### src/sv/rtd_oscs_pkg.sv
`default_nettype none

package rtd_oscs_pkg;

   localparam int TICK_W = 16;
   localparam int CODE_W = 15;

   localparam logic [1:0] OP_START = 2'd0;
   localparam logic [1:0] OP_DONE  = 2'd1;
   localparam logic [1:0] OP_TICK  = 2'd2;

   localparam logic [1:0] CSR_SETTLE  = 2'd0;
   localparam logic [1:0] CSR_CONVERT = 2'd1;
   localparam logic [1:0] CSR_NFS     = 2'd2;

   localparam logic [TICK_W-1:0] SETTLE_RESET  = 16'd10;
   localparam logic [TICK_W-1:0] CONVERT_RESET = 16'd65;
   localparam logic [CODE_W-1:0] NFS_RESET     = 15'd32760;

   localparam logic       KIND_REQ = 1'b0;
   localparam logic       KIND_REP = 1'b1;
   localparam logic [1:0] LEN_SHORT = 2'd2;
   localparam logic [1:0] LEN_LONG  = 2'd3;

   localparam logic [7:0] ADDR_WRITE = 8'h80;
   localparam logic [7:0] REG_CFG    = 8'h00;
   localparam logic [7:0] REG_RTD    = 8'h01;
   localparam logic [7:0] REG_FAULTS = 8'h07;
   localparam logic [7:0] CFG_REST   = 8'h01;
   localparam logic [7:0] CFG_BIAS   = 8'h81;
   localparam logic [7:0] CFG_SHOT   = 8'hA1;
   localparam logic [7:0] CFG_FCLR   = 8'h03;
   localparam logic [7:0] SHOT_BIT   = 8'h20;

   localparam logic [2:0] ST_OK         = 3'd0;
   localparam logic [2:0] ST_PROBE_W    = 3'd1;
   localparam logic [2:0] ST_PROBE_R    = 3'd2;
   localparam logic [2:0] ST_NOT_FOUND  = 3'd3;
   localparam logic [2:0] ST_BIAS_ON    = 3'd4;
   localparam logic [2:0] ST_SHOT       = 3'd5;
   localparam logic [2:0] ST_READ       = 3'd6;
   localparam logic [2:0] ST_BIAS_OFF   = 3'd7;

   typedef enum logic [3:0] {
      PH_IDLE,
      PH_PROBE_W,
      PH_PROBE_R,
      PH_BIAS_ON,
      PH_SETTLE,
      PH_SHOT,
      PH_CONVERT,
      PH_READ,
      PH_OFF_OK,
      PH_OFF_SAT,
      PH_FAULT_R,
      PH_FAULT_CLR,
      PH_RECOVER
   } phase_type;

   typedef struct packed {
      logic [TICK_W-1:0] settle_ticks;
      logic [TICK_W-1:0] conversion_ticks;
      logic [CODE_W-1:0] near_full_scale;
   } cfg_type;

   typedef struct packed {
      logic              kind;
      logic [1:0]        tx_len;
      logic [7:0]        tx_addr;
      logic [7:0]        tx_data;
      logic [2:0]        status;
      logic              reading_valid;
      logic              over_range;
      logic [CODE_W-1:0] rtd_code;
      logic [7:0]        fault_reg;
   } rsp_type;

   function automatic rsp_type make_req(logic [1:0] len, logic [7:0] addr, logic [7:0] data);
      rsp_type r;
      r         = '0;
      r.kind    = KIND_REQ;
      r.tx_len  = len;
      r.tx_addr = addr;
      r.tx_data = data;
      return r;
   endfunction

   function automatic rsp_type make_rep(logic [2:0] st, logic valid, logic oor,
                                        logic [CODE_W-1:0] code, logic [7:0] faults);
      rsp_type r;
      r               = '0;
      r.kind          = KIND_REP;
      r.status        = st;
      r.reading_valid = valid;
      r.over_range    = oor;
      r.rtd_code      = code;
      r.fault_reg     = faults;
      return r;
   endfunction

endpackage

`default_nettype wire

### src/sv/rtd_oscs_ifs.sv
`default_nettype none

interface rtd_oscs_req_if;
   logic       valid;
   logic       ready;
   logic [1:0] opcode;
   logic       xfer_ok;
   logic [7:0] rx_first;
   logic [7:0] rx_second;

   modport source (output valid, opcode, xfer_ok, rx_first, rx_second, input ready);
   modport sink (input valid, opcode, xfer_ok, rx_first, rx_second, output ready);
endinterface

interface rtd_oscs_rsp_if;
   logic        valid;
   logic        ready;
   logic        kind;
   logic [1:0]  tx_len;
   logic [7:0]  tx_addr;
   logic [7:0]  tx_data;
   logic [2:0]  status;
   logic        reading_valid;
   logic        over_range;
   logic [14:0] rtd_code;
   logic [7:0]  fault_reg;

   modport source (output valid, kind, tx_len, tx_addr, tx_data, status, reading_valid,
                   over_range, rtd_code, fault_reg, input ready);
   modport sink (input valid, kind, tx_len, tx_addr, tx_data, status, reading_valid,
                 over_range, rtd_code, fault_reg, output ready);
endinterface

`default_nettype wire

### src/sv/rtd_oscs_csr.sv
`default_nettype none

module rtd_oscs_csr
   import rtd_oscs_pkg::*;
(
   input  wire logic              clock,
   input  wire logic              reset,
   input  wire logic              csr_we,
   input  wire logic [1:0]        csr_addr,
   input  wire logic [TICK_W-1:0] csr_wdata,
   output cfg_type                cfg
);

   cfg_type cfg_ff;
   cfg_type cfg_in;

   always_comb begin
      cfg_in = cfg_ff;
      if (csr_we) begin
         case (csr_addr)
            CSR_SETTLE:  cfg_in.settle_ticks = csr_wdata;
            CSR_CONVERT: cfg_in.conversion_ticks = csr_wdata;
            CSR_NFS:     cfg_in.near_full_scale = csr_wdata[CODE_W-1:0];
            default:     cfg_in = cfg_ff;
         endcase
      end
   end

   always_ff @(posedge clock) begin
      if (reset) begin
         cfg_ff.settle_ticks     <= SETTLE_RESET;
         cfg_ff.conversion_ticks <= CONVERT_RESET;
         cfg_ff.near_full_scale  <= NFS_RESET;
      end else begin
         cfg_ff <= cfg_in;
      end
   end

   assign cfg = cfg_ff;

endmodule

`default_nettype wire

### src/sv/rtd_oscs_seq.sv
`default_nettype none

module rtd_oscs_seq
   import rtd_oscs_pkg::*;
#(
   parameter int WAIT_BITS = 16
) (
   input  wire logic       clock,
   input  wire logic       reset,
   input  wire logic       fire,
   input  wire logic [1:0] opcode,
   input  wire logic       xfer_ok,
   input  wire logic [7:0] rx_first,
   input  wire logic [7:0] rx_second,
   input  wire cfg_type    cfg,
   output logic            emit,
   output rsp_type         result
);

   localparam int EXT_W = (WAIT_BITS > TICK_W) ? WAIT_BITS : TICK_W;
   localparam logic [EXT_W-1:0] WAIT_MAX = EXT_W'({WAIT_BITS{1'b1}});

   phase_type             phase_ff, phase_in;
   logic [WAIT_BITS-1:0]  wait_count_ff, wait_count_in;
   logic [CODE_W-1:0]     held_code_ff, held_code_in;
   logic [7:0]            held_faults_ff, held_faults_in;
   logic [2:0]            pending_status_ff, pending_status_in;

   logic [EXT_W-1:0]      settle_ext, convert_ext;
   logic [WAIT_BITS-1:0]  settle_load, convert_load;
   logic [CODE_W-1:0]     read_code;
   logic                  read_sat;

   assign settle_ext   = EXT_W'(cfg.settle_ticks);
   assign convert_ext  = EXT_W'(cfg.conversion_ticks);
   assign settle_load  = (settle_ext > WAIT_MAX) ? WAIT_BITS'(WAIT_MAX) : WAIT_BITS'(settle_ext);
   assign convert_load = (convert_ext > WAIT_MAX) ? WAIT_BITS'(WAIT_MAX)
                                                  : WAIT_BITS'(convert_ext);
   assign read_code    = {rx_first, rx_second[7:1]};
   assign read_sat     = rx_second[0] || (read_code >= cfg.near_full_scale);

   always_ff @(posedge clock) begin
      if (reset) begin
         phase_ff          <= PH_IDLE;
         wait_count_ff     <= '0;
         held_code_ff      <= '0;
         held_faults_ff    <= '0;
         pending_status_ff <= ST_OK;
      end else begin
         phase_ff          <= phase_in;
         wait_count_ff     <= wait_count_in;
         held_code_ff      <= held_code_in;
         held_faults_ff    <= held_faults_in;
         pending_status_ff <= pending_status_in;
      end
   end

   always_comb begin
      phase_in          = phase_ff;
      wait_count_in     = wait_count_ff;
      held_code_in      = held_code_ff;
      held_faults_in    = held_faults_ff;
      pending_status_in = pending_status_ff;
      emit              = 1'b0;
      result            = '0;
      if (fire) begin
         case (opcode)
            OP_START: begin
               if (phase_ff == PH_IDLE) begin
                  held_code_in      = '0;
                  held_faults_in    = '0;
                  pending_status_in = ST_OK;
                  phase_in          = PH_PROBE_W;
                  emit              = 1'b1;
                  result            = make_req(LEN_SHORT, REG_CFG | ADDR_WRITE, CFG_REST);
               end
            end
            OP_TICK: begin
               if (phase_ff == PH_SETTLE || phase_ff == PH_CONVERT) begin
                  if (wait_count_ff > WAIT_BITS'(1)) begin
                     wait_count_in = wait_count_ff - WAIT_BITS'(1);
                  end else begin
                     wait_count_in = '0;
                     emit          = 1'b1;
                     if (phase_ff == PH_SETTLE) begin
                        phase_in = PH_SHOT;
                        result   = make_req(LEN_SHORT, REG_CFG | ADDR_WRITE, CFG_SHOT);
                     end else begin
                        phase_in = PH_READ;
                        result   = make_req(LEN_LONG, REG_RTD, 8'h00);
                     end
                  end
               end
            end
            OP_DONE: begin
               case (phase_ff)
                  PH_PROBE_W: begin
                     emit = 1'b1;
                     if (!xfer_ok) begin
                        phase_in = PH_IDLE;
                        result   = make_rep(ST_PROBE_W, 1'b0, 1'b0, '0, 8'h00);
                     end else begin
                        phase_in = PH_PROBE_R;
                        result   = make_req(LEN_SHORT, REG_CFG, 8'h00);
                     end
                  end
                  PH_PROBE_R: begin
                     emit = 1'b1;
                     if (!xfer_ok) begin
                        phase_in = PH_IDLE;
                        result   = make_rep(ST_PROBE_R, 1'b0, 1'b0, '0, 8'h00);
                     end else if ((rx_first & ~SHOT_BIT) != CFG_REST) begin
                        phase_in = PH_IDLE;
                        result   = make_rep(ST_NOT_FOUND, 1'b0, 1'b0, '0, 8'h00);
                     end else begin
                        phase_in = PH_BIAS_ON;
                        result   = make_req(LEN_SHORT, REG_CFG | ADDR_WRITE, CFG_BIAS);
                     end
                  end
                  PH_BIAS_ON: begin
                     if (!xfer_ok) begin
                        emit     = 1'b1;
                        phase_in = PH_IDLE;
                        result   = make_rep(ST_BIAS_ON, 1'b0, 1'b0, '0, 8'h00);
                     end else begin
                        wait_count_in = settle_load;
                        if (settle_load == '0) begin
                           emit     = 1'b1;
                           phase_in = PH_SHOT;
                           result   = make_req(LEN_SHORT, REG_CFG | ADDR_WRITE, CFG_SHOT);
                        end else begin
                           phase_in = PH_SETTLE;
                        end
                     end
                  end
                  PH_SHOT: begin
                     if (!xfer_ok) begin
                        emit              = 1'b1;
                        pending_status_in = ST_SHOT;
                        phase_in          = PH_RECOVER;
                        result = make_req(LEN_SHORT, REG_CFG | ADDR_WRITE, CFG_REST);
                     end else begin
                        wait_count_in = convert_load;
                        if (convert_load == '0) begin
                           emit     = 1'b1;
                           phase_in = PH_READ;
                           result   = make_req(LEN_LONG, REG_RTD, 8'h00);
                        end else begin
                           phase_in = PH_CONVERT;
                        end
                     end
                  end
                  PH_READ: begin
                     emit   = 1'b1;
                     result = make_req(LEN_SHORT, REG_CFG | ADDR_WRITE, CFG_REST);
                     if (!xfer_ok) begin
                        pending_status_in = ST_READ;
                        phase_in          = PH_RECOVER;
                     end else begin
                        held_code_in   = read_code;
                        held_faults_in = '0;
                        phase_in       = read_sat ? PH_OFF_SAT : PH_OFF_OK;
                     end
                  end
                  PH_OFF_OK, PH_OFF_SAT: begin
                     emit = 1'b1;
                     if (!xfer_ok) begin
                        phase_in = PH_IDLE;
                        result   = make_rep(ST_BIAS_OFF, 1'b0, 1'b0, '0, 8'h00);
                     end else if (phase_ff == PH_OFF_OK) begin
                        phase_in = PH_IDLE;
                        result   = make_rep(ST_OK, 1'b1, 1'b0, held_code_ff, 8'h00);
                     end else begin
                        phase_in = PH_FAULT_R;
                        result   = make_req(LEN_SHORT, REG_FAULTS, 8'h00);
                     end
                  end
                  PH_FAULT_R: begin
                     emit           = 1'b1;
                     held_faults_in = xfer_ok ? rx_first : 8'h00;
                     phase_in       = PH_FAULT_CLR;
                     result         = make_req(LEN_SHORT, REG_CFG | ADDR_WRITE, CFG_FCLR);
                  end
                  PH_FAULT_CLR: begin
                     emit     = 1'b1;
                     phase_in = PH_IDLE;
                     result   = make_rep(ST_OK, 1'b0, 1'b1, held_code_ff, held_faults_ff);
                  end
                  PH_RECOVER: begin
                     emit     = 1'b1;
                     phase_in = PH_IDLE;
                     result   = make_rep(pending_status_ff, 1'b0, 1'b0, '0, 8'h00);
                  end
                  default: begin
                     phase_in = phase_ff;
                  end
               endcase
            end
            default: begin
               phase_in = phase_ff;
            end
         endcase
      end
   end

endmodule

`default_nettype wire

### src/sv/rtd_oscs_outreg.sv
`default_nettype none

module rtd_oscs_outreg
   import rtd_oscs_pkg::*;
(
   input  wire logic    clock,
   input  wire logic    reset,
   input  wire logic    load,
   input  wire rsp_type data,
   input  wire logic    take,
   output logic         slot_free,
   output logic         held_valid,
   output rsp_type      held_data
);

   logic    valid_ff, valid_in;
   rsp_type data_ff, data_in;

   assign slot_free = !valid_ff || take;

   always_comb begin
      valid_in = valid_ff;
      data_in  = data_ff;
      if (load) begin
         valid_in = 1'b1;
         data_in  = data;
      end else if (take) begin
         valid_in = 1'b0;
      end
   end

   always_ff @(posedge clock) begin
      if (reset) begin
         valid_ff <= 1'b0;
      end else begin
         valid_ff <= valid_in;
      end
   end

   always_ff @(posedge clock) begin
      data_ff <= data_in;
   end

   assign held_valid = valid_ff;
   assign held_data  = data_ff;

endmodule

`default_nettype wire

### src/sv/rtd_one_shot_conversion_sequencer_unit.sv
// Latency: a result is registered at the edge that accepts its item and is shown the next cycle.
// Throughput: one item per cycle while the input is not stalled; the sequencer state updates in a single pass.
// The input is stalled only while a result waits in the output register and is not taken.
// Reset (synchronous, active high) returns the sequencer to idle, empties the output
// register and loads the register defaults: settle 10, conversion 65, full scale 32760.
`default_nettype none

module rtd_one_shot_conversion_sequencer_unit
   import rtd_oscs_pkg::*;
#(
   parameter int WAIT_BITS = 16
) (
   input  wire logic              clock,
   input  wire logic              reset,
   rtd_oscs_req_if.sink           req_bus,
   rtd_oscs_rsp_if.source         rsp_bus,
   input  wire logic              csr_we,
   input  wire logic [1:0]        csr_addr,
   input  wire logic [TICK_W-1:0] csr_wdata
);

   cfg_type cfg;
   rsp_type result, held_data;
   logic    emit, fire, slot_free, held_valid;

   assign fire          = req_bus.valid && slot_free;
   assign req_bus.ready = slot_free;

   rtd_oscs_csr u_csr (
      .clock     (clock),
      .reset     (reset),
      .csr_we    (csr_we),
      .csr_addr  (csr_addr),
      .csr_wdata (csr_wdata),
      .cfg       (cfg)
   );

   rtd_oscs_seq #(
      .WAIT_BITS (WAIT_BITS)
   ) u_seq (
      .clock     (clock),
      .reset     (reset),
      .fire      (fire),
      .opcode    (req_bus.opcode),
      .xfer_ok   (req_bus.xfer_ok),
      .rx_first  (req_bus.rx_first),
      .rx_second (req_bus.rx_second),
      .cfg       (cfg),
      .emit      (emit),
      .result    (result)
   );

   rtd_oscs_outreg u_outreg (
      .clock      (clock),
      .reset      (reset),
      .load       (emit),
      .data       (result),
      .take       (rsp_bus.ready),
      .slot_free  (slot_free),
      .held_valid (held_valid),
      .held_data  (held_data)
   );

   assign rsp_bus.valid         = held_valid;
   assign rsp_bus.kind          = held_data.kind;
   assign rsp_bus.tx_len        = held_data.tx_len;
   assign rsp_bus.tx_addr       = held_data.tx_addr;
   assign rsp_bus.tx_data       = held_data.tx_data;
   assign rsp_bus.status        = held_data.status;
   assign rsp_bus.reading_valid = held_data.reading_valid;
   assign rsp_bus.over_range    = held_data.over_range;
   assign rsp_bus.rtd_code      = held_data.rtd_code;
   assign rsp_bus.fault_reg     = held_data.fault_reg;

endmodule

`default_nettype wire

### src/flat_wrapper.sv
// flat-port wrapper written by rule: the top's interface ports become plain ports
module rtd_one_shot_conversion_sequencer_unit_flat import rtd_oscs_pkg::*;
#(
   parameter int WAIT_BITS = 16
)
  (clock, reset, csr_we, csr_addr, csr_wdata, req_bus_valid, req_bus_opcode, req_bus_xfer_ok, req_bus_rx_first, req_bus_rx_second, req_bus_ready, rsp_bus_valid, rsp_bus_kind, rsp_bus_tx_len, rsp_bus_tx_addr, rsp_bus_tx_data, rsp_bus_status, rsp_bus_reading_valid, rsp_bus_over_range, rsp_bus_rtd_code, rsp_bus_fault_reg, rsp_bus_ready);
  rtd_oscs_req_if req_bus_i ();
  rtd_oscs_rsp_if rsp_bus_i ();
  input  wire logic clock;
  input  wire logic reset;
  input  wire logic csr_we;
  input  wire logic [1:0] csr_addr;
  input  wire logic [TICK_W-1:0] csr_wdata;
  input wire logic [$bits(req_bus_i.valid)-1:0] req_bus_valid;
  input wire logic [$bits(req_bus_i.opcode)-1:0] req_bus_opcode;
  input wire logic [$bits(req_bus_i.xfer_ok)-1:0] req_bus_xfer_ok;
  input wire logic [$bits(req_bus_i.rx_first)-1:0] req_bus_rx_first;
  input wire logic [$bits(req_bus_i.rx_second)-1:0] req_bus_rx_second;
  output wire logic [$bits(req_bus_i.ready)-1:0] req_bus_ready;
  output wire logic [$bits(rsp_bus_i.valid)-1:0] rsp_bus_valid;
  output wire logic [$bits(rsp_bus_i.kind)-1:0] rsp_bus_kind;
  output wire logic [$bits(rsp_bus_i.tx_len)-1:0] rsp_bus_tx_len;
  output wire logic [$bits(rsp_bus_i.tx_addr)-1:0] rsp_bus_tx_addr;
  output wire logic [$bits(rsp_bus_i.tx_data)-1:0] rsp_bus_tx_data;
  output wire logic [$bits(rsp_bus_i.status)-1:0] rsp_bus_status;
  output wire logic [$bits(rsp_bus_i.reading_valid)-1:0] rsp_bus_reading_valid;
  output wire logic [$bits(rsp_bus_i.over_range)-1:0] rsp_bus_over_range;
  output wire logic [$bits(rsp_bus_i.rtd_code)-1:0] rsp_bus_rtd_code;
  output wire logic [$bits(rsp_bus_i.fault_reg)-1:0] rsp_bus_fault_reg;
  input wire logic [$bits(rsp_bus_i.ready)-1:0] rsp_bus_ready;
  assign req_bus_i.valid = req_bus_valid;
  assign req_bus_i.opcode = req_bus_opcode;
  assign req_bus_i.xfer_ok = req_bus_xfer_ok;
  assign req_bus_i.rx_first = req_bus_rx_first;
  assign req_bus_i.rx_second = req_bus_rx_second;
  assign req_bus_ready = req_bus_i.ready;
  assign rsp_bus_valid = rsp_bus_i.valid;
  assign rsp_bus_kind = rsp_bus_i.kind;
  assign rsp_bus_tx_len = rsp_bus_i.tx_len;
  assign rsp_bus_tx_addr = rsp_bus_i.tx_addr;
  assign rsp_bus_tx_data = rsp_bus_i.tx_data;
  assign rsp_bus_status = rsp_bus_i.status;
  assign rsp_bus_reading_valid = rsp_bus_i.reading_valid;
  assign rsp_bus_over_range = rsp_bus_i.over_range;
  assign rsp_bus_rtd_code = rsp_bus_i.rtd_code;
  assign rsp_bus_fault_reg = rsp_bus_i.fault_reg;
  assign rsp_bus_i.ready = rsp_bus_ready;
  rtd_one_shot_conversion_sequencer_unit #(.WAIT_BITS(WAIT_BITS)) u_core (.clock(clock), .reset(reset), .req_bus(req_bus_i), .rsp_bus(rsp_bus_i), .csr_we(csr_we), .csr_addr(csr_addr), .csr_wdata(csr_wdata));
endmodule
### config.mk
export PLATFORM = sky130hd
export DESIGN_NAME = rtd_one_shot_conversion_sequencer_unit_flat
export DESIGN_NICKNAME = d
export VERILOG_FILES = /design/src/sv/rtd_oscs_pkg.sv /design/src/sv/rtd_oscs_ifs.sv /design/src/sv/rtd_oscs_csr.sv /design/src/sv/rtd_oscs_seq.sv /design/src/sv/rtd_oscs_outreg.sv /design/src/sv/rtd_one_shot_conversion_sequencer_unit.sv /design/src/flat_wrapper.sv
export SDC_FILE = /design/constraint.sdc
export NUM_CORES = 1
export LEC_CHECK = 0
export ABC_AREA = 1
export BUFFER_PORTS_ARGS = -buffer_cell sky130_fd_sc_hd__buf_2
export CORE_MARGIN = 4
export CORE_UTILIZATION = 32
export CTS_CLUSTER_DIAMETER = 100
export DETAILED_ROUTE_END_ITERATION = 10
export HOLD_SLACK_MARGIN = 0.1
export PLACE_DENSITY = 0.61
export SLEW_MARGIN = 0
export SYNTH_ARGS = -nofsm -noshare
export SYNTH_HDL_FRONTEND = slang
export SYNTH_SLANG_ARGS = --single-unit
### constraint.sdc
create_clock -name clock -period 2.5 [get_ports clock]
set_input_delay 0 -clock clock [delete_from_list [all_inputs] [get_ports clock]]
set_output_delay 0 -clock clock [all_outputs]
set_load 0.02 [all_outputs]
==> metrics.md, run 1 <==
| Metric | Value |
|---|---|
| Critical path required time | `2860 ps` |
| Dpl cells | `between 1k and 1.5k` |
| FF-to-FF setup slack | `around 130 ps` |
| Maxcap violations | `0` |
| Period utilization | `between 90 and 100%` |
| Area Overhead vs Synth | `27.8%` |
| Slew Viols, Final | `0` |
| Worst Setup Slack, final | `around 130 ps` |
| Worst-Margin Slew | `637 ps` |
| Hold endpoint | `u_core.u_seq.phase_ff[0]` |
| Diodes inserted | `0` |
| RSZ-0062 raised after global routing | `no` |
| Global route total overflow | `0` |
| Initial core utilization | `32.7%` |
| FILL cells | `about 2.1k` |
| Post-Syn Area per Cell | `7.53 um^2` |
| Drt pass-1 iters | `4` |
| Worst r2r src | `u_core.u_seq.phase_ff[0]` |
| CTS tree | `yes` |
| Layout Skew | `7.03 ps` |
| Status | `finished, final reports clean` |
| Die Y | `about 150 um` |
| Port Buffer Count | `82` |
| Cell count of the worst hold path | `7` |
| Clock sinks | `131` |
| Met3 usage | `between 4 and 5%` |
| Largest net degree at the start of global routing | `between 60 and 70` |
| Slowest stage delay, CP | `580 ps` |
| Gp weighted congestion | `approximately 0.94` |
| Vias in the first global route | `~6k` |
| Detailed Route Iter0 Violations | `roughly 450` |
| Power, Total | `around 5.7 mW` |
| Layout Nets | `1,074` |
| Die Span X | `152 um` |
| CP bufs+invs | `4` |
| WP depth | `11` |
| Post-DP Area | `between 7000 and 8000 um^2` |
| R2R depth | `11` |
| CTS Buf Count | `17` |
| HPWL Detailed | `12.5 mm` |
| GRT Overall Usage | `15.1%` |
| Yosys warnings | `0` |
| Layout cells sized above 1 | `14.7%` |
| Final hold vios | `0` |
| Core Util, Final | `41.8%` |
| Setup TNS | `0 ps` |
| Fmax | `~420 MHz` |
| Mapped Cells | `883` |
| Crit. End Element | `flop` |
| H-Tree Level Count | `4` |
| Power Dens Cells | `between 600 and 700 nW/um^2` |
| First-pass GRT wire length | `just under 30 mm` |
| Met2 GRT Util | `between 20% and 30%` |
| Clk pin slew, worst setup/hold paths | `roughly 60 ps` |
| Hold Crit Class | `in -> reg` |
| Top Ports | `roughly 90` |
| Highest-delay cell along the critical path | `dlygate4sd3_1` |
| Die ar. | `roughly 23,000 um^2` |
| Hold path start | `req_bus_rx_second[0]` |
| Core area | `roughly 20,000 um^2` |
| CP max FO | `16` |
| Drt drc | `0` |
| Min cycle time layout | `2370 ps` |
| Vias per cell | `4.73` |
| Synth Register Bits | `between 100 and 150` |
| Initial antenna violation count | `0` |
| Count of cell types in the netlist | `38` |
| Finished Layout Cells | `1,294` |
| Post-Place Setup Slack | `approximately 270 ps` |
| Clk Latency, worst-skew pair | `roughly 420 ps` |
| Cell family with most CP delay | `buffers and inverters` |
| Register area share after synthesis | `between 40% and 50%` |
| IR drop worst, VDD | `roughly 0.44 mV` |
| Clk root buf | `clkbuf_16` |
| Final wirelength | `17.6 mm` |
| Design Area, Final | `roughly 8500 um^2` |
| Via count | `approximately 6.1k` |
| Antenna Nets Post-Route | `0` |
| Final setup viols | `0` |
| Lkg Pwr | `between 3 and 4 nW` |
| Mapped cell area | `~6600 um^2` |
| CP cell instances | `nand2_2 > nor2_4 > inv_2 > nand2_1 > inv_1 > nor3_2 > nand2_4 > inv_6 > nand3_1 > a21oi_1 > dlygate4sd3_1` |
| Global route hottest layer | `met2` |
| Worst R2R End | `u_core.u_seq.held_code_ff[3]` |
| Number of core rows | `52` |
| DR WL/cell | `between 10 and 15 um` |
| Max clock buf depth | `2` |
| Fin Hold WS | `around 190 ps` |
| Met1 usage | `a little under a fifth` |
| WP data arrival | `2730 ps` |
| CP startpoint kind | `flop` |
| Worst slew margin | `a little under three fifths` |
| Kind of critical path | `reg -> reg` |
power by group:
| group | internal, mW | switching, mW | leakage, nW | total [mW] |
|---|---|---|---|---|
| combinational | 0.284 | 0.485 | 2.14 | 0.769 |
| clock | 1.72 | 0.943 | 0.301 | 2.66 |
| sequential | 2.27 | 0.0477 | 1.11 | 2.31 |
routing by layer:
layer,vias up,part of all wire (%),wire length [um]
met5,-,0,0
met4,0,1.8,321
met3,29,5.0,885
met2,152,48,8360
met1,2772,46,8020
li1,3172,-,-
cell type report:
class                      count  area (um^2)  share of cell area, %
clock buffer                  19          453                   5.33
clock inverter                13          183                   2.15
multi-input combinational    594         3010                   35.4
tap                          270          338                   3.98
timing repair buffer         147         1060                   12.5
sequential                   131         3000                   35.3
inverter                     120          455                   5.36
Yosys cell counts:
cell | count | share of area [%]
a211o_1 | 1 | 0.13
a211oi_1 | 2 | 0.23
a21boi_1 | 1 | 0.11
a21boi_2 | 1 | 0.17
a21o_1 | 1 | 0.11
a21oi_1 | 85 | 6.4
a22oi_1 | 1 | 0.11
a31oi_1 | 17 | 1.6
buf_1 | 4 | 0.23
buf_2 | 7 | 0.53
buf_4 | 12 | 1.4
buf_6 | 1 | 0.17
clkbuf_1 | 21 | 1.2
clkinv_1 | 2 | 0.11
clkinv_2 | 1 | 0.075
conb_1 | 1 | 0.056
dfxtp_1 | 94 | 28
edfxtp_1 | 37 | 17
ha_1 | 21 | 4.0
inv_1 | 113 | 6.4
inv_2 | 4 | 0.23
nand2_1 | 162 | 9.2
nand2_2 | 4 | 0.38
nand3_1 | 48 | 3.6
nand3_2 | 2 | 0.30
nand3b_1 | 3 | 0.34
nand4_1 | 18 | 1.7
nor2_1 | 94 | 5.3
nor2_2 | 3 | 0.28
nor2_4 | 2 | 0.34
nor2b_1 | 1 | 0.094
nor3_1 | 17 | 1.3
nor3_2 | 2 | 0.30
nor3_4 | 1 | 0.24
o211ai_1 | 16 | 1.8
o21ai_0 | 74 | 5.6
or2_2 | 2 | 0.19
xor2_1 | 7 | 0.92
tightest hold or removal path, stage by stage:
cell and delay (ps):
buf_2 80, inv_1 40, nand4_1 130, nand2_1 60, nand2_1 70, nand2_1 50, a21oi_1 140
logic make-up after synthesis:
kind of cell	share of synthesized area, %
buf+inv	10.3
compound gates	16.2
fa+ha+maj	3.95
flops	45.0
xor+xnor	0.923
simple gates	23.5
other cells	0.0564
repair_timing:
action,CTS,global route
gates resized for setup,0,8
setup endpoints to repair,0,8
endpoints found under the hold margin,74,0
hold buffers,55,0
setup buffers,0,1
flip-flops by register name, summed over array words and instances, names as in the netlist:
| signal | flops |
|---|---|
| u_core.u_seq.wait_count_ff | 16 |
| u_core.u_outreg.held_data | 37 |
| u_core.u_csr.cfg | 47 |
| u_core.u_seq.held_code_ff | 15 |
| u_core.u_seq.pending_status_ff | 3 |
| u_core.u_seq.phase_ff | 4 |
| u_core.u_outreg.held_valid | 1 |
| u_core.u_seq.held_faults_ff | 8 |
worst max path at each step:
stage,slack [ps],from,endpoint
final,130,u_core.u_seq.phase_ff[0],u_core.u_seq.held_code_ff[3]
after detailed placement,270,u_core.u_outreg.held_valid,u_core.u_outreg.held_data[33]
after CTS,40,u_core.u_seq.phase_ff[1],u_core.u_seq.held_code_ff[3]
after global routing,4,u_core.u_seq.phase_ff[0],u_core.u_seq.held_code_ff[3]
after global placement,290,u_core.u_outreg.held_valid,u_core.u_outreg.held_data[8]
after floorplan,130,u_core.u_seq.wait_count_ff[0],u_core.u_outreg.held_data[0]
cell usage in the layout, fill, tap and decap left out, types with 4 or more instances in the layout:
cell type and count:
buf_2 82, nand3_1 48, inv_2 4, ha_1 21, nor3_1 17, o211ai_1 16, bufinv_16 4, o21ai_0 74
a21oi_1 85, nand4_1 18, buf_4 8, edfxtp_1 37, nand2_1 162, dfxtp_1 92, conb_1 8, inv_1 113
nor2_1 91, xor2_1 7, nor2_2 6, clkinvlp_4 4, a31oi_1 17, dlygate4sd3_1 55, clkbuf_16 17
Power figures use the tool's default switching activity.
==> run 2: changes to the inputs <==
- ABC_AREA: 1 -> not set
==> run 2 against run 1 <==
  * Clock power fell by 7%
  * Via count grew 0.18%
  * Sequential share of layout area is 0.31 points lower
  * Global-route usage up 0.72 points
  * Combinational power increased by 9.5%
  * Critical path depth decreased by 3
  * Critical path type unchanged
  * Non-clock buffer count rose by 11
  * Highest routed layer unchanged
  * Register-to-register slack better by 40 ps
  * Fmax up 1.9%
  * First-iteration DRC count is 20% lower
  * Sequential cell count is the same
==> metrics.md, run 2 <==
| Metric | Value |
|---|---|
| Count of cell types in the netlist | `between 60 and 70` |
| Slowest stage delay, CP | `670 ps` |
| Register area share after synthesis | `44.3%` |
| Worst-Margin Slew | `slightly above 800 ps` |
| Clk root buf | `clkbuf_16` |
| Power, Total | `approximately 5.6 mW` |
| CTS tree | `yes` |
| Dpl cells | `approximately 1.1k` |
| Mapped cell area | `about 6800 um^2` |
| Area share of the largest cell type after synthesis | `approximately 28%` |
| CP max FO | `37` |
| Number of core rows | `between 50 and 60` |
| Gp weighted congestion | `between 0.8 and 0.9` |
| Critical path required time | `between 2000 and 3000 ps` |
| FF-to-FF setup slack | `180 ps` |
| Post-Syn Area per Cell | `approximately 8.5 um^2` |
| Met1 Wirelength | `between 8 and 9 mm` |
| WP depth | `8` |
| Global route total overflow | `0` |
| Core Util, Final | `41.8%` |
| Synth Register Bits | `between 100 and 150` |
| FILL cells | `slightly above 2k` |
| Post-Place Setup Slack | `-52.9 ps` |
| Worst slew margin | `about 45%` |
| Metal2 WL | `8.59 mm` |
| Vias per cell | `5.11` |
| Core area | `about 20,000 um^2` |
| Setup TNS | `0 ps` |
| Clk Latency, worst-skew pair | `430 ps` |
| Flip-flop count of the largest register after layout | `47` |
| Cell count of the worst hold path | `2` |
| Port Buffer Count | `82` |
| Most frequent cells in the layout | `nand2_1, dfxtp_1, buf_2, a21oi_1, nor2_1` |
| HPWL Detailed | `13.2 mm` |
| Layout cells sized above 1 | `about a fifth` |
| Fmax | `around 430 MHz` |
| Min cycle time layout | `2320 ps` |
| Layout Nets | `just under 1k` |
| Kind of critical path | `reg -> reg` |
| Hold Crit Class | `in -> reg` |
| Vias in the first global route | `5,885` |
| Slew Viols, Final | `0` |
| CP cell instances | `nor2b_1 > nand2_1 > nor4_1 > buf_4 > a211oi_1 > a2bb2oi_2 > clkinvlp_4 > buf_12` |
| Die ar. | `between 20,000 and 25,000 um^2` |
| CP bufs+invs | `3` |
| Drt drc | `0` |
| Cell with the most instances after synthesis | `nand2_1` |
| Area leader, netlist | `dfxtp_1` |
| Worst Setup Slack, final | `178 ps` |
| Final hold vios | `0` |
| Crit. End Element | `flop` |
| Die Span X | `between 150 and 200 um` |
| Wire length on met3 | `about 960 um` |
| IR drop worst, VDD | `0.430 mV` |
| Via count | `between 6k and 7k` |
| Power Dens Cells | `roughly 660 nW/um^2` |
| Drt pass-1 iters | `5` |
| Cell family with most CP delay | `flip-flops` |
| Synth async-reset ratio | `0%` |
| Primary FF master, synth | `dfxtp_1` |
| Die Y | `around 150 um` |
| GRT Overall Usage | `around 16%` |
| DR WL/cell | `around 15 um` |
| R2R depth | `8` |
| RSZ-0062 raised after global routing | `no` |
| CTS Buf Count | `17` |
| Diodes inserted | `0` |
| Final wirelength | `approximately 18 mm` |
| Number of flops mapped to enable cells by yosys | `37` |
| First-pass GRT wire length | `between 30 and 40 mm` |
| Clock sinks | `131` |
| Largest net degree at the start of global routing | `39` |
| Highest-delay cell along the critical path | `dfxtp_1` |
| Layout Skew | `~13 ps` |
| Finished Layout Cells | `approximately 1.2k` |
| WP data arrival | `around 2500 ps` |
| Initial antenna violation count | `0` |
| Antenna Nets Post-Route | `0` |
| Detailed Route Iter0 Violations | `between 300 and 400` |
| Initial core utilization | `32.9%` |
| Yosys warnings | `0` |
| Final setup viols | `0` |
| H-Tree Level Count | `4` |
| Top Ports | `~90` |
| Commonest non-fill, non-tap cell in the layout | `nand2_1` |
| CP startpoint kind | `flop` |
| Mapped Cells | `approximately 800` |
| DR top layer | `met4` |
| Clk pin slew, worst setup/hold paths | `~60 ps` |
| Lkg Pwr | `3.37 nW` |
| Area contributors post-synth | `dfxtp_1, edfxtp_1, nand2_1` |
| Period utilization | `~93%` |
| Synth top cells by count | `nand2_1, dfxtp_1, a21oi_1` |
| Area Overhead vs Synth | `26.9%` |
| Max clock buf depth | `2` |
| Maxcap violations | `0` |
| Status | `finished, final reports clean` |
==> run 2: changes by cell type after synthesis, moves of 24 or more <==
| cell | previous run | this run |
|---|---|---|
| and2_1 | 0 | 29 |
| inv_1 | 113 | 24 |
| nand2_1 | 162 | 138 |
| nand3_1 | 48 | 20 |
| nor2_1 | 94 | 67 |
| o21ai_0 | 74 | 39 |
==> run 2: cells by family after synthesis <==
kind of cell	after synthesis	synth area share, %
muxes	15	2.41
xor gates and xnor gates	2	0.259
and+or+nand+nor	357	26.7
adders and majority gates	21	3.89
other	1	0.0555
DFF	131	44.3
AOI/OAI and AO/OA	183	17.0
buffers and inverters	81	5.34
==> run 2: repair_timing <==
| action | in CTS | in global routing |
|---|---|---|
| resized for setup | 1 | 4 |
| pin swaps | 0 | 0 |
| endpoints found under the setup margin | 14 | 39 |
| setup buffers | 0 | 1 |
| hold buffers | 35 | 0 |
| hold endpoints to repair | 73 | 0 |
==> run 2: path summary, 6_finish.rpt <==
kind | start | to
max | u_core.u_seq.phase_ff[1] | u_core.u_outreg.held_data[6]
min | reset | u_core.u_seq.phase_ff[2]
max reg2reg | u_core.u_seq.phase_ff[1] | u_core.u_outreg.held_data[6]
min reg2reg | u_core.u_seq.held_code_ff[12] | u_core.u_seq.held_code_ff[12]
==> run 2: final cells by class <==
type	count	area (um^2)	area share, %
clock buffer	18	429	5.01
clock inverter	14	154	1.80
inverter	24	93.8	1.09
multi-input combinational	586	3450	40.3
sequential	131	3000	34.9
tap	270	338	3.94
timing repair buffer	158	1110	12.9
==> run 2: metrics by stage <==
| stage | area (um^2) | hold WS [ps] |
|---|---|---|
| global placement | 7620 | 256 |
| finish | 8570 | 110 |
| floorplan | 6790 | 118 |
| global route | 8570 | 147 |
| CTS | 8550 | 103 |
| detailed placement | 7620 | 264 |
==> run 2: routing by layer <==
layer  vias to the layer above  global-route usage (%)
li1                       3044                       -
met3                        29                    3.51
met1                      2868                    21.3
met2                       195                    25.1
met4                         0                    5.73
met5                         -                       0
==> run 2: power by group <==
group	switching [mW]	total [mW]	internal (mW)
clock network	1.00	2.48	1.48
registers	0.0512	2.30	2.25
logic	0.501	0.842	0.341
==> run 3: changes to the inputs <==
- ABC_CLOCK_PERIOD_IN_PS: not set -> 2500
- BUFFER_PORTS_ARGS: -buffer_cell sky130_fd_sc_hd__buf_2 -> not set
- DONT_BUFFER_PORTS: not set -> 1
- MAX_ROUTING_LAYER: not set -> met4
- PLACE_DENSITY: 0.61 -> 0.57
==> run 3 against run 2 <==
  * Critical endpoint is now u_core.u_outreg.held_data[8]
  * Combinational power is 9.4% lower
  * Sequential power hardly changed
  * Cell area is 4.4% lower
  * Fmax is 1.1% lower
  * Highest routed layer unchanged
  * Worst hold slack hardly changed
==> metrics.md, run 3 (synthesis gave the netlist of run 2 again) <==
| Metric | Value |
|---|---|
| FILL cells | `slightly above 2k` |
| Detailed Route Iter0 Violations | `~390` |
| Post-DP Area | `slightly above 7000 um^2` |
| Vias per cell | `5.23` |
| Via count | `just under 6k` |
| Top Ports | `approximately 90` |
| Clk Latency, worst-skew pair | `between 400 and 500 ps` |
| Initial core utilization | `about a third` |
| WP data arrival | `2460 ps` |
| FF-to-FF setup slack | `around 150 ps` |
| Capture point of the worst path | `u_core.u_outreg.held_data[8]` |
| First-pass GRT wire length | `roughly 30 mm` |
| Slew Viols, Final | `0` |
| Worst slew margin | `between 40 and 50%` |
| Critical path required time | `around 2600 ps` |
| Layout cells sized above 1 | `12.0%` |
| Layout Nets | `900` |
| R2R depth | `7` |
| Min cycle time layout | `about 2300 ps` |
| Clk root buf | `clkbuf_16` |
| Power Dens Cells | `between 600 and 700 nW/um^2` |
| Drt drc | `0` |
| Antenna Nets Post-Route | `0` |
| CP Launch Point | `u_core.u_csr.cfg[31]` |
| Area Overhead vs Synth | `21.4%` |
| Hold path start | `req_bus_rx_first[7]` |
| Gp weighted congestion | `0.878` |
| CTS Buf Count | `17` |
| Vias in the first global route | `5,738` |
| Multi-input gate area | `~3400 um^2` |
| Number of core rows | `52` |
| Period utilization | `between 90% and 100%` |
| Reg area | `roughly 3000 um^2` |
| Clk pin slew, worst setup/hold paths | `about 60 ps` |
| Die ar. | `around 23,000 um^2` |
| Drt pass-1 iters | `5` |
| Die Y | `between 150 and 200 um` |
| Final hold vios | `0` |
| Post-CTS Repair Setup Buffers | `0` |
| HPWL Detailed | `approximately 13 mm` |
| Design Area, Final | `8190 um^2` |
| Port Buffer Count | `0` |
| Core area | `20,500 um^2` |
| CP max FO | `37` |
| Worst R2R End | `u_core.u_outreg.held_data[8]` |
| Global route total overflow | `0` |
| Lkg Pwr | `3.03 nW` |
| Commonest non-fill, non-tap cell in the layout | `nand2_1` |
| Flip-flop count of the largest register after layout | `47` |
| RSZ-0062 raised after global routing | `no` |
| CP startpoint kind | `flop` |
| CTS tree | `yes` |
| Post-Place Setup Slack | `-76.7 ps` |
| Setup TNS | `0 ps` |
| Worst-Margin Slew | `roughly 820 ps` |
| Kind of critical path | `reg -> reg` |
| Power, Total | `5.57 mW` |
| Layout Skew | `15.1 ps` |
| Hold Crit Class | `in -> reg` |
| Largest net degree at the start of global routing | `97` |
| Crit. End Element | `flop` |
| Status | `finished, final reports clean` |
| Clock sinks | `about 130` |
| DR WL/cell | `16.2 um` |
| Initial antenna violation count | `3` |
| Die Span X | `approximately 150 um` |
| Worst Setup Slack, final | `between 150 and 200 ps` |
| GRT Overall Usage | `16.2%` |
| Final wirelength | `18.2 mm` |
| Most frequent cells in the layout | `nand2_1, dfxtp_1, a21oi_1, nor2_1, dlygate4sd3_1` |
| H-Tree Level Count | `4` |
| Fmax | `around 430 MHz` |
| Max clock buf depth | `2` |
| IR drop worst, VDD | `roughly 0.45 mV` |
| Maxcap violations | `0` |
| Worst r2r src | `u_core.u_csr.cfg[31]` |
| Final setup viols | `0` |
==> run 3: changes by cell type in the layout (fill, tap and decap cells not counted), sizes merged <==
| cell | before | now |
|---|---|---|
| buf | 123 | 36 |
| dlygate4sd3 | 35 | 41 |
| clkinvlp | 2 | 5 |
| diode | 0 | 3 |
| clkinv | 7 | 5 |
| inv | 27 | 26 |
==> run 3: report_power, final <==
group | total (mW) | switching, mW | internal [mW]
sequential | 2.32 | 0.0704 | 2.25
clock | 2.49 | 1.01 | 1.48
combinational | 0.763 | 0.453 | 0.310
==> run 3: timing repair <==
item / in CTS / in global routing
hold buffers: 42 / 0
gates resized for setup: 1 / 2
hold endpoints to repair: 105 / 0
endpoints found under the setup margin: 15 / 17
==> run 3: worst min path at each step <==
stage                                      to  slack, ps  depth (start not counted)
2_1_floorplan            u_core.u_csr.cfg[10]        120                          1
3_3_place_gp   u_core.u_seq.wait_count_ff[14]        100                          1
3_5_place_dp    u_core.u_seq.wait_count_ff[4]        100                          1
4_1_cts              u_core.u_seq.phase_ff[1]        110                          4
5_1_grt              u_core.u_seq.phase_ff[1]        130                          4
6_report             u_core.u_seq.phase_ff[0]        110                          5
==> run 3: stage by stage <==
stage          util (%)  instances  hold slack, ps
6_report           40.0       1123             111
5_1_grt            40.0       1123             128
4_1_cts            39.9       1120             107
3_5_place_dp       34.9       1046            95.1
3_3_place_gp       34.9       1046            95.6
2_1_floorplan         -        798             118
==> run 3: layout make-up <==
class	count	area share, %
Antenna cell	3	0.0916
Clock buffer	18	5.24
Timing Repair Buffer	77	8.86
Clock inverter	14	1.91
Multi-Input combinational cell	586	42.1
Sequential cell	131	36.5
Inverter	24	1.15
Tap cell	270	4.12
==> run 3: worst max-delay path, cell delays in order, from the launching register on <==
cell and delay (ps):
dfxtp_1 320, nor4_1 370, nand4_1 250, a2111oi_1 470, a211oi_1 120, a2bb2oi_2 200
clkinvlp_4 80, buf_12 200
==> run 3: layer usage <==
layer  track usage (%)  vias up  routed length (um)
met2              25.1      184                8510
li1                  -     2879                   -
met3              4.21       26                 971
met5                 -        -                   0
met4              5.64        0                 313
met1              20.6     2785                8400
